[src/rtl/tbeic_pkg.sv]
// Shared types, codes and constants for the two-bank edge interrupt controller.
// No dependencies; imported by tbeic_core and the top level.
package tbeic_pkg;

    localparam int WORD_W     = 32;
    localparam int BANK_WIDTH = 32;
    localparam int NUM_SRC    = 2 * WORD_W;
    localparam int GRP_W      = 8;
    localparam int NUM_GRP    = NUM_SRC / GRP_W;
    localparam int GRP_IDX_W  = $clog2(GRP_W);
    localparam int SRC_IDX_W  = $clog2(NUM_SRC);

    localparam logic [WORD_W-1:0]  BANK_MASK = WORD_W'((64'd1 << BANK_WIDTH) - 64'd1);
    localparam logic [NUM_SRC-1:0] IMPL_MASK = {BANK_MASK, BANK_MASK};

    // operation codes
    localparam logic [1:0] OP_SAMPLE = 2'd0;
    localparam logic [1:0] OP_READ   = 2'd1;
    localparam logic [1:0] OP_WRITE  = 2'd2;

    // reg_select bit meanings
    localparam int SEL_BANK_BIT   = 0;  // 1 selects the high bank
    localparam int SEL_ENABLE_BIT = 1;  // 1 selects enable, 0 status

    // configuration register indexes
    localparam logic CFG_POL_LOW  = 1'b0;
    localparam logic CFG_POL_HIGH = 1'b1;

    typedef struct packed {
        logic [1:0]         operation;
        logic [1:0]         reg_select;
        logic [WORD_W-1:0]  write_data;
        logic [NUM_SRC-1:0] source_levels;
    } item_t;

    typedef struct packed {
        logic              valid;
        logic              index;
        logic [WORD_W-1:0] data;
    } cfg_wr_t;

    // first-stage result: read word plus per-group pending summary
    typedef struct packed {
        logic [WORD_W-1:0]                  read_data;
        logic [NUM_GRP-1:0]                 grp_any;
        logic [NUM_GRP-1:0][GRP_IDX_W-1:0]  grp_idx;
    } scan_t;

    // lowest set bit within one group; zero when the group is empty
    function automatic logic [GRP_IDX_W-1:0] lowest_in_group(input logic [GRP_W-1:0] v);
        logic [GRP_IDX_W-1:0] idx;
        idx = '0;
        for (int i = GRP_W - 1; i >= 0; i--)
        begin
            if (v[i])
            begin
                idx = GRP_IDX_W'(i);
            end
        end
        return idx;
    endfunction

endpackage

[src/rtl/tbeic_core.sv]
// Controller state: status, enable, previous active level and polarity,
// with the per-transaction update and the first level of the pending scan.
// Depends on tbeic_pkg.
module tbeic_core
    import tbeic_pkg::*;
(
    input  logic    clk,
    input  logic    rst_n,
    input  logic    item_accept,
    input  item_t   item,
    input  cfg_wr_t cfg_wr,
    output scan_t   scan
);

    logic [NUM_SRC-1:0] status_reg, status_next;
    logic [NUM_SRC-1:0] enable_reg, enable_next;
    logic [NUM_SRC-1:0] prev_active_reg, prev_active_next;
    logic [WORD_W-1:0]  pol_low_reg, pol_high_reg;

    logic [NUM_SRC-1:0] active;
    logic [NUM_SRC-1:0] wmask;
    logic [NUM_SRC-1:0] wdata_sh;
    logic [WORD_W-1:0]  wdata;
    logic [WORD_W-1:0]  rd;
    logic               high;
    logic               en_sel;

    always_comb
    begin
        high     = item.reg_select[SEL_BANK_BIT];
        en_sel   = item.reg_select[SEL_ENABLE_BIT];
        wdata    = item.write_data & BANK_MASK;
        wdata_sh = high ? {wdata, {WORD_W{1'b0}}} : {{WORD_W{1'b0}}, wdata};
        wmask    = high ? {BANK_MASK, {WORD_W{1'b0}}} : {{WORD_W{1'b0}}, BANK_MASK};
        active   = (item.source_levels ^ {pol_high_reg, pol_low_reg}) & IMPL_MASK;

        status_next      = status_reg;
        enable_next      = enable_reg;
        prev_active_next = prev_active_reg;
        rd               = '0;

        case (item.operation)
            OP_SAMPLE:
            begin
                status_next = (status_reg | (active & ~prev_active_reg & enable_reg))
                              & IMPL_MASK;
                prev_active_next = active;
            end
            OP_READ:
            begin
                if (en_sel)
                begin
                    rd = high ? enable_reg[NUM_SRC-1:WORD_W] : enable_reg[WORD_W-1:0];
                end
                else
                begin
                    rd = high ? status_reg[NUM_SRC-1:WORD_W] : status_reg[WORD_W-1:0];
                end
                rd = rd & BANK_MASK;
            end
            OP_WRITE:
            begin
                if (en_sel)
                begin
                    enable_next = ((enable_reg & ~wmask) | wdata_sh) & IMPL_MASK;
                end
                else
                begin
                    status_next = status_reg & ~wdata_sh & IMPL_MASK;
                end
            end
            default:
            begin
                rd = '0;
            end
        endcase

        if (!item_accept)
        begin
            status_next      = status_reg;
            enable_next      = enable_reg;
            prev_active_next = prev_active_reg;
        end
    end

    // scan of the post-update status, one small encoder per group
    always_comb
    begin
        scan.read_data = rd;
        for (int g = 0; g < NUM_GRP; g++)
        begin
            scan.grp_any[g] = |status_next[g*GRP_W +: GRP_W];
            scan.grp_idx[g] = lowest_in_group(status_next[g*GRP_W +: GRP_W]);
        end
    end

    always_ff @(posedge clk or negedge rst_n)
    begin
        if (!rst_n)
        begin
            status_reg      <= '0;
            enable_reg      <= '0;
            prev_active_reg <= '0;
            pol_low_reg     <= '0;
            pol_high_reg    <= '0;
        end
        else
        begin
            status_reg      <= status_next;
            enable_reg      <= enable_next;
            prev_active_reg <= prev_active_next;
            if (cfg_wr.valid)
            begin
                case (cfg_wr.index)
                    CFG_POL_LOW:  pol_low_reg  <= cfg_wr.data & BANK_MASK;
                    CFG_POL_HIGH: pol_high_reg <= cfg_wr.data & BANK_MASK;
                    default:      pol_low_reg  <= pol_low_reg;
                endcase
            end
        end
    end

endmodule

[src/rtl/two_bank_edge_interrupt_controller_top.sv]
// Top level of the two-bank edge interrupt controller: stream channels,
// configuration port and the two-register result pipeline.
// Depends on tbeic_pkg and tbeic_core.
//
// Usage
//   Slave stream: one transaction is a sample of all 64 source levels, a
//   register read or a register write, chosen by the operation code in
//   tuser. Sampling XORs levels with polarity; a rising active edge on an
//   enabled source sets its status bit. Status writes clear on ones,
//   enable writes load the selected bank word.
//   Master stream: exactly one result per input transaction, in order:
//   the read word (zero unless a read), the pending flag and the lowest
//   pending source, low bank first, as seen after the transaction.
//   Config port: polarity_low (index 0) and polarity_high (index 1); it is
//   always ready and should be written only while the block is idle.
// Timing
//   The result passes through the middle register and then the output
//   register. The state update and per-group scan sit before the first
//   register, the final group selection before the output register. One
//   transaction per cycle is sustained while the receiver accepts.
// Reset and stalls
//   rst_n clears all status, enable, edge history and polarity. When the
//   receiver stalls, the output register holds, then the middle register
//   fills, and s_axis_tready drops only once both are occupied.
module two_bank_edge_interrupt_controller_top
    import tbeic_pkg::*;
(
    input  logic        clk,
    input  logic        rst_n,
    // slave stream
    input  logic        s_axis_tvalid,
    output logic        s_axis_tready,
    input  logic [95:0] s_axis_tdata,   // write_data[31:0], source_levels[95:32]
    input  logic [3:0]  s_axis_tuser,   // operation[1:0], reg_select[3:2]
    // master stream
    output logic        m_axis_tvalid,
    input  logic        m_axis_tready,
    output logic [39:0] m_axis_tdata,   // read_data[31:0], irq_pending[32],
                                        // next_source[38:33], next_valid[39]
    // configuration write channel
    input  logic        cfg_valid,
    output logic        cfg_ready,
    input  logic        cfg_index,
    input  logic [31:0] cfg_data
);

    item_t   item;
    cfg_wr_t cfg_wr;
    scan_t   scan;

    logic    accept;
    logic    out_load;
    logic    s1_advance;

    logic    s1_valid_reg;
    scan_t   s1_reg;
    logic    m_valid_reg;
    logic [39:0] m_data_reg, m_data_next;

    assign item.operation     = s_axis_tuser[1:0];
    assign item.reg_select    = s_axis_tuser[3:2];
    assign item.write_data    = s_axis_tdata[WORD_W-1:0];
    assign item.source_levels = s_axis_tdata[WORD_W +: NUM_SRC];

    assign cfg_ready     = 1'b1;
    assign cfg_wr.valid  = cfg_valid & cfg_ready;
    assign cfg_wr.index  = cfg_index;
    assign cfg_wr.data   = cfg_data;

    // handshake: output frees, middle stage moves, input enters
    assign out_load      = !m_valid_reg || m_axis_tready;
    assign s1_advance    = s1_valid_reg && out_load;
    assign s_axis_tready = !s1_valid_reg || out_load;
    assign accept        = s_axis_tvalid && s_axis_tready;

    tbeic_core u_core
    (
        .clk         (clk),
        .rst_n       (rst_n),
        .item_accept (accept),
        .item        (item),
        .cfg_wr      (cfg_wr),
        .scan        (scan)
    );

    // second level: pick the lowest non-empty group
    always_comb
    begin
        logic [SRC_IDX_W-1:0] src;
        src = '0;
        for (int g = NUM_GRP - 1; g >= 0; g--)
        begin
            if (s1_reg.grp_any[g])
            begin
                src = {GRP_IDX_W'(g), s1_reg.grp_idx[g]};
            end
        end
        m_data_next = {|s1_reg.grp_any, src, |s1_reg.grp_any, s1_reg.read_data};
    end

    always_ff @(posedge clk or negedge rst_n)
    begin
        if (!rst_n)
        begin
            s1_valid_reg <= 1'b0;
            m_valid_reg  <= 1'b0;
        end
        else
        begin
            if (accept)
            begin
                s1_valid_reg <= 1'b1;
            end
            else if (s1_advance)
            begin
                s1_valid_reg <= 1'b0;
            end
            if (out_load)
            begin
                m_valid_reg <= s1_valid_reg;
            end
        end
    end

    always_ff @(posedge clk)
    begin
        if (accept)
        begin
            s1_reg <= scan;
        end
        if (s1_advance)
        begin
            m_data_reg <= m_data_next;
        end
    end

    assign m_axis_tvalid = m_valid_reg;
    assign m_axis_tdata  = m_data_reg;

endmodule

[config.mk]
export PLATFORM = sky130hd
export DESIGN_NAME = two_bank_edge_interrupt_controller_top
export DESIGN_NICKNAME = d
export VERILOG_FILES = /design/src/rtl/tbeic_pkg.sv /design/src/rtl/tbeic_core.sv /design/src/rtl/two_bank_edge_interrupt_controller_top.sv
export SDC_FILE = /design/constraint.sdc
export NUM_CORES = 1
export LEC_CHECK = 0
export ABC_CLOCK_PERIOD_IN_PS = 3400
export BUFFER_PORTS_ARGS = -buffer_cell sky130_fd_sc_hd__buf_2
export CAP_MARGIN = 20
export CORE_ASPECT_RATIO = 1.2
export CORE_MARGIN = 5
export CORE_UTILIZATION = 35
export CTS_CLUSTER_SIZE = 12
export DETAILED_ROUTE_END_ITERATION = 8
export GPL_ROUTABILITY_DRIVEN = 0
export PLACE_DENSITY = 0.53
export SYNTH_ARGS = -nofsm -noshare
export SYNTH_HDL_FRONTEND = slang
export SYNTH_SLANG_ARGS = --single-unit
[constraint.sdc]
create_clock -name clk -period 3.4 [get_ports clk]
set_input_delay 0.34 -clock clk [delete_from_list [all_inputs] [get_ports clk]]
set_output_delay 0.34 -clock clk [all_outputs]
set_load 0.02 [all_outputs]
After elaboration in Yosys (flattened, before gate mapping)
Index checks and enable logic that the tools add are counted.
W data, S select, Z words.
{"block": "totals", "reg_bits": 362, "latchBits": 0, "mem_bits_rw": 0, "rom_bits": 0, "in_bits": 138, "out_inout_bits": 43, "elab_cells": 163, "n_memories": 0}
{"block": "op_classes", "n_addsub": 0, "multipliers": 0, "div_mod_pow": 0, "n_lt_le_gt_ge": 0, "eq_ne": 2, "n_shift": 0, "muxes": 74, "n_bitwise": 11, "reduce_logical": 39}
{"operator": "$and A64 B64 Y64", "count": 4}
{"operator": "$mux W64", "count": 4}
{"operator": "$not A64 Y64", "count": 3}
{"operator": "$or A64 B64 Y64", "count": 2}
{"operator": "$pmux W64 S2", "count": 1}
{"operator": "$mux W3", "count": 33}
{"operator": "$mux W32", "count": 3}
{"operator": "$reduce_or A8 Y1", "count": 9}
{"operator": "$xor A64 B64 Y64", "count": 1}
{"operator": "$reduce_or A4 Y1", "count": 9}
{"operator": "$mux W2", "count": 16}
{"operator": "$mux W6", "count": 4}
{"operator": "$reduce_or A2 Y1", "count": 9}
{"operator": "$mux W1", "count": 10}
{"operator": "$mux W5", "count": 2}
{"operator": "$reduce_and A2 Y1", "count": 3}
{"operator": "$mux W4", "count": 1}
{"operator": "$reduce_and A3 Y1", "count": 1}
{"operator": "$eq A2 B1 Y1 const B", "count": 1}
{"operator": "$eq A2 B2 Y1 const B", "count": 1}
{"operator": "$logic_and A1 B1 Y1", "count": 2}
{"operator": "$logic_not A1 Y1", "count": 2}
{"operator": "$logic_not A2 Y1", "count": 1}
{"operator": "$logic_or A1 B1 Y1", "count": 2}
{"operator": "other kinds (2)", "count": 2}

Longest topological paths before layout
{"block": "depth", "ltp_word": 13, "mapped_depth": 10, "ltp_nobuf": 7}

Hierarchy
A second synthesis with hierarchy kept.
{"block": "hier_totals", "cells_unflattened": 1243, "hier_area_um2": 15842.7}
{"module": "tbeic_core", "n_inst": 1, "cells_each": 1069, "area_per_inst_um2": 12318.1, "seq_area_each_um2": 6406.1}
{"module": "two_bank_edge_interrupt_controller_top", "n_inst": 1, "cells_each": 174, "area_per_inst_um2": 3524.6, "seq_area_each_um2": 3143.0}

Worst setup path before layout
No wires, ideal clock.
{"block": "synth_timing", "path_kind": "register -> register", "from": "register m_valid_reg, in the netlist m_axis_tvalid", "to": "register s1_reg, in the netlist m_data_next[0] (enable)", "setup_time_ps": 429, "arrival_ps": 2598, "required_ps": 2971, "path_slack_ps": 373, "path_stages_with_launch": 5, "path_buffers": 2, "synth_period_minus_slack_ps": 3027, "cell_sequence": "dfrtp_1 > nand3b_4 > buf_2 > buf_2 > and2_1"}
{"block": "synth_via", "elab_chain_cells": 4}
{"element": "start, declared", "line_no": "two_bank_edge_interrupt_controller_top.sv:57", "rtl": "logic m_valid_reg;"}
{"element": "start signal, assigned", "line_no": "two_bank_edge_interrupt_controller_top.sv:120", "rtl": "m_valid_reg <= s1_valid_reg;"}
{"element": "$logic_not A1 Y1", "line_no": "two_bank_edge_interrupt_controller_top.sv:71", "rtl": "assign out_load = !m_valid_reg || m_axis_tready;"}
{"element": "$logic_or A1 B1 Y1", "line_no": "two_bank_edge_interrupt_controller_top.sv:71"}
{"element": "$logic_or A1 B1 Y1", "line_no": "two_bank_edge_interrupt_controller_top.sv:73", "rtl": "assign s_axis_tready = !s1_valid_reg || out_load;"}
{"element": "via s_axis_tready", "line_no": "two_bank_edge_interrupt_controller_top.sv:32", "rtl": "output logic s_axis_tready,"}
{"element": "$logic_and A1 B1 Y1", "line_no": "two_bank_edge_interrupt_controller_top.sv:74", "rtl": "assign accept = s_axis_tvalid && s_axis_tready;"}
{"element": "via accept", "line_no": "two_bank_edge_interrupt_controller_top.sv:51", "rtl": "logic accept;"}
{"element": "end signal, assigned", "line_no": "two_bank_edge_interrupt_controller_top.sv:129", "rtl": "s1_reg <= scan;"}
{"element": "end, declared", "line_no": "two_bank_edge_interrupt_controller_top.sv:56", "rtl": "scan_t s1_reg;"}
The timed path passes the listed nets, and every way through them passes these cells.
A chain may end at the register's enable or synchronous reset.

Final worst setup path
{"block": "layout_timing", "from": "input s_axis_tvalid", "to": "register s1_reg[0] in the netlist's numbering, data pin"}
{"block": "layout_via", "word_cells_on_any_way": 9, "cone_classes": "mux (8); reduce/logical (1)"}
{"element": "start, declared", "line_no": "two_bank_edge_interrupt_controller_top.sv:31", "rtl": "input logic s_axis_tvalid,"}
{"element": "$logic_and A1 B1 Y1", "line_no": "two_bank_edge_interrupt_controller_top.sv:74"}
{"element": "$mux W64", "line_no": "tbeic_core.sv:78", "rtl": "if (!item_accept)"}
{"element": "via u_core.status_next[0]", "line_no": "tbeic_core.sv:15", "rtl": "logic [NUM_SRC-1:0] status_reg, status_next;"}
The timed path passes the listed nets, and every way through them passes these cells.

==> metrics <==
RSZ-0062 raised after global routing=no; Final setup viols=0; # port buffers=179; via-per-instance ratio=5.08; CTS resizes=0; Tmin final=2660 ps; H-tree depth=2; Post-synth ARST share=71.5%; synthesized area per cell=12.6 um^2; Leakage=8.16 nW; root buf cell=clkbuf_16; Area contributors post-synth=dfrtp_1 (40%), edfxtp_1 (19%), mux2_2 (8.9%), mux4_2 (4.4%), nand2_1 (3.2%); Die Span Y=246 um; first-pass GRT wire length=68900 um; endpoints failing hold=0; Clock Skews=16.7 ps; Hold Path Class=in -> reg; number of fill cells in the layout=4411; Core Footprint=45800 um^2; post-synth top area cell=dfrtp_1; Sink Count=361; Critical Path AT=2970 ps; placed cell area=17900 um^2; Top FF cell, synth=dfrtp_1; initial core utilization=35.3%; worst vdd ir=0.000378 V; CP Data Required Time=3710 ps; Pwr Density=686 nW/um^2; Max Cap Viol=0; Layout Area Growth over Synthesis=19.8%; Worst-Skew Late Latency=560 ps; status=completed; Netlist cell types=63; post-DP HPWL=32000 um; part of the cycle the worst path needs=78.4%; post-synth top area share=39.9%; Post-DRT Antenna Nets=0; Final Routed Wirelength=44900 um; Fin Setup TNS=0 ps; Die ar.=50700 um^2; FP Rows=86; largest net degree at the start of global routing=92; GRT Residual Overflow=0; nets@finish=1626; Synth Cell Area=16200 um^2; synthesized flop and latch total=361; CP endpoint kind=flop; number of synthesized flops with an enable pin=103; kind of critical path=in -> reg; Tot GR Track Use=17.8%; Highest Clock Rate=375 MHz; antenna violations before repair=5; die width=206 um; CTS Buffer Depth=3; Post-Syn Nets=1420; first-pass iteration count of the detailed router=5; layout cells sized above 1=30.0%; Syn Inst Count=1282; vias in the first global route=11200; CP Launch Type=primary input; DR DRC count=0; Initial DRC Count=681; R2R Setup Slk=840 ps; post-route setup slack=735 ps; Syn. warnings=0; worst rel slew slack=40.0%; sequential share of the synthesized area=59.0%; CTS tree=done; IO Count=181; WL per Instance=21.0 um; routed via count=10800; DP Worst Slack=660 ps; fin. max-slew vios=0; Reg clk slew, reported paths=60 ps; Max FO, Critical Path=31; Least-Margin Pin Slew=901 ps; Final Cell Area=19400 um^2; CTS buffer count=41
[worst max-delay path: stages]
cell	delay, ps
dlygate4sd3_1	520
buf_2	120
nor3b_2	180
buf_4	310
and2_2	470
buf_12	260
a32o_1	300
inv_1	80
a22oi_1	220
o31ai_1	100
[path summary, 6_finish.rpt]
| path | start | end | depth (start not counted) |
|---|---|---|---|
| max | s_axis_tvalid | s1_reg[0]$_SDFFCE_PP0N_ | 10 |
| min | cfg_data[21] | u_core.pol_low_reg[21]$_DFFE_PN0P_ | 2 |
| max reg2reg | m_axis_tvalid$_DFFE_PN0P_ | s1_reg[8]$_SDFFCE_PP0N_ | 7 |
| min reg2reg | m_data_next[11]$_SDFFCE_PP0N_ | m_axis_tdata[11]$_DFFE_PP_ | 0 |
| max in group asynchronous | rst_n | async pin | 3 |
| min in group asynchronous | rst_n | u_core.pol_high_reg[27]$_DFFE_PN0P_ | 2 |
[where the power goes]
group / switching (mW) / leakage (nW) / internal, mW
logic: 1.50 / 3.39 / 1.32
registers: 0.541 / 4.11 / 5.50
clock network: 1.81 / 0.658 / 2.63
total: 3.85 / 8.16 / 9.46
[kinds of logic after synthesis]
kind of cell / after synthesis / synth area share, %
other: 1 / 0.0232
buffers and inverters: 100 / 2.99
DFF: 361 / 59.0
muxes: 160 / 13.3
and+or+nand+nor: 425 / 13.6
xor gates and xnor gates: 64 / 3.46
AOI/OAI and AO/OA: 171 / 7.62
[synthesized netlist by cell type, drive strengths merged, types with 2 or more instances]
| cell type | n |
|---|---|
| a211o | 5 |
| a21boi | 3 |
| a21o | 8 |
| a21oi | 33 |
| a221o | 5 |
| a221oi | 5 |
| a22o | 5 |
| a22oi | 2 |
| a31oi | 5 |
| a32o | 4 |
| a32oi | 5 |
| a41oi | 12 |
| and2 | 7 |
| and3 | 3 |
| and3b | 6 |
| buf | 50 |
| clkbuf | 18 |
| dfrtp | 258 |
| edfxtp | 103 |
| inv | 32 |
| mux2 | 128 |
| mux4 | 32 |
| nand2 | 140 |
| nand2b | 16 |
| nand3 | 11 |
| nand3b | 31 |
| nand4 | 22 |
| nand4b | 2 |
| nor2 | 89 |
| nor2b | 66 |
| nor3 | 8 |
| nor3b | 11 |
| nor4 | 8 |
| o2111ai | 4 |
| o21ai | 28 |
| o21bai | 3 |
| o221ai | 4 |
| o22ai | 8 |
| o2bb2ai | 22 |
| o31ai | 6 |
| or3 | 2 |
| or3b | 2 |
| xnor2 | 12 |
| xor2 | 52 |
[metal layers]
metal  wire [um]  GRT usage [%]  up-vias  share of wire (%)
li1            -              -     5019                  -
met1       19900           24.6     5436                 44
met2       21500           28.7      313                 48
met3        2460           3.43       71                5.5
met4        1040           4.80        4                2.3
met5          21              0        -              0.047
[layout make-up]
| type | count | area [um^2] | area share (%) |
|---|---|---|---|
| Tap cell | 616 | 771 | 3.97 |
| Clock inverter | 19 | 171 | 0.883 |
| Clock buffer | 53 | 1160 | 6.00 |
| Antenna cell | 1 | 2.50 | 0.0129 |
| Multi-Input combinational cell | 821 | 6190 | 31.9 |
| Sequential cell | 361 | 9550 | 49.2 |
| Inverter | 32 | 120 | 0.619 |
| Timing Repair Buffer | 231 | 1440 | 7.41 |
[per-stage QoR]
| step | hold WS (ps) | total power [mW] | util, % | std cells |
|---|---|---|---|---|
| global route | 11.2 | 14.0 | 42.3 | 2133 |
| floorplan | 44.4 | 7.91 | - | 1282 |
| CTS | 0.102 | 13.5 | 42.3 | 2132 |
| detailed placement | 405 | 8.94 | 38.9 | 2041 |
| global placement | 405 | 8.87 | 38.9 | 2041 |
| finish | 34.4 | 13.3 | 42.3 | 2134 |
[cell usage in the layout, fill, tap and decap left out, types with 10 or more instances in the layout]
cell           netlist  layout
nand2b_1            16      16
nor2_1              88      87
clkbuf_16            0      43
o21ai_0             27      27
xor2_1              52      52
dfrtp_1            258     258
nand4_1             22      22
buf_2               27     178
mux2_2             128     128
nor2b_1             65      64
buf_4                4      26
nand3_1             10      10
nand3b_1            30      30
mux4_2              32      32
nand2_1            140     138
inv_1               32      32
a21oi_1             32      32
edfxtp_1           103     103
dlygate4sd3_1        0      19
nor3b_1             10      10
xnor2_1             12      12
a41oi_1             12      12
o2bb2ai_1           22      22
[timing repair]
action	4_1_cts	5_1_grt
setup endpoints to repair	0	0
hold buffers	19	0
endpoints found under the hold margin	114	0
setup buffers	0	0
No activity file was read; power rests on OpenSTA's default activity.
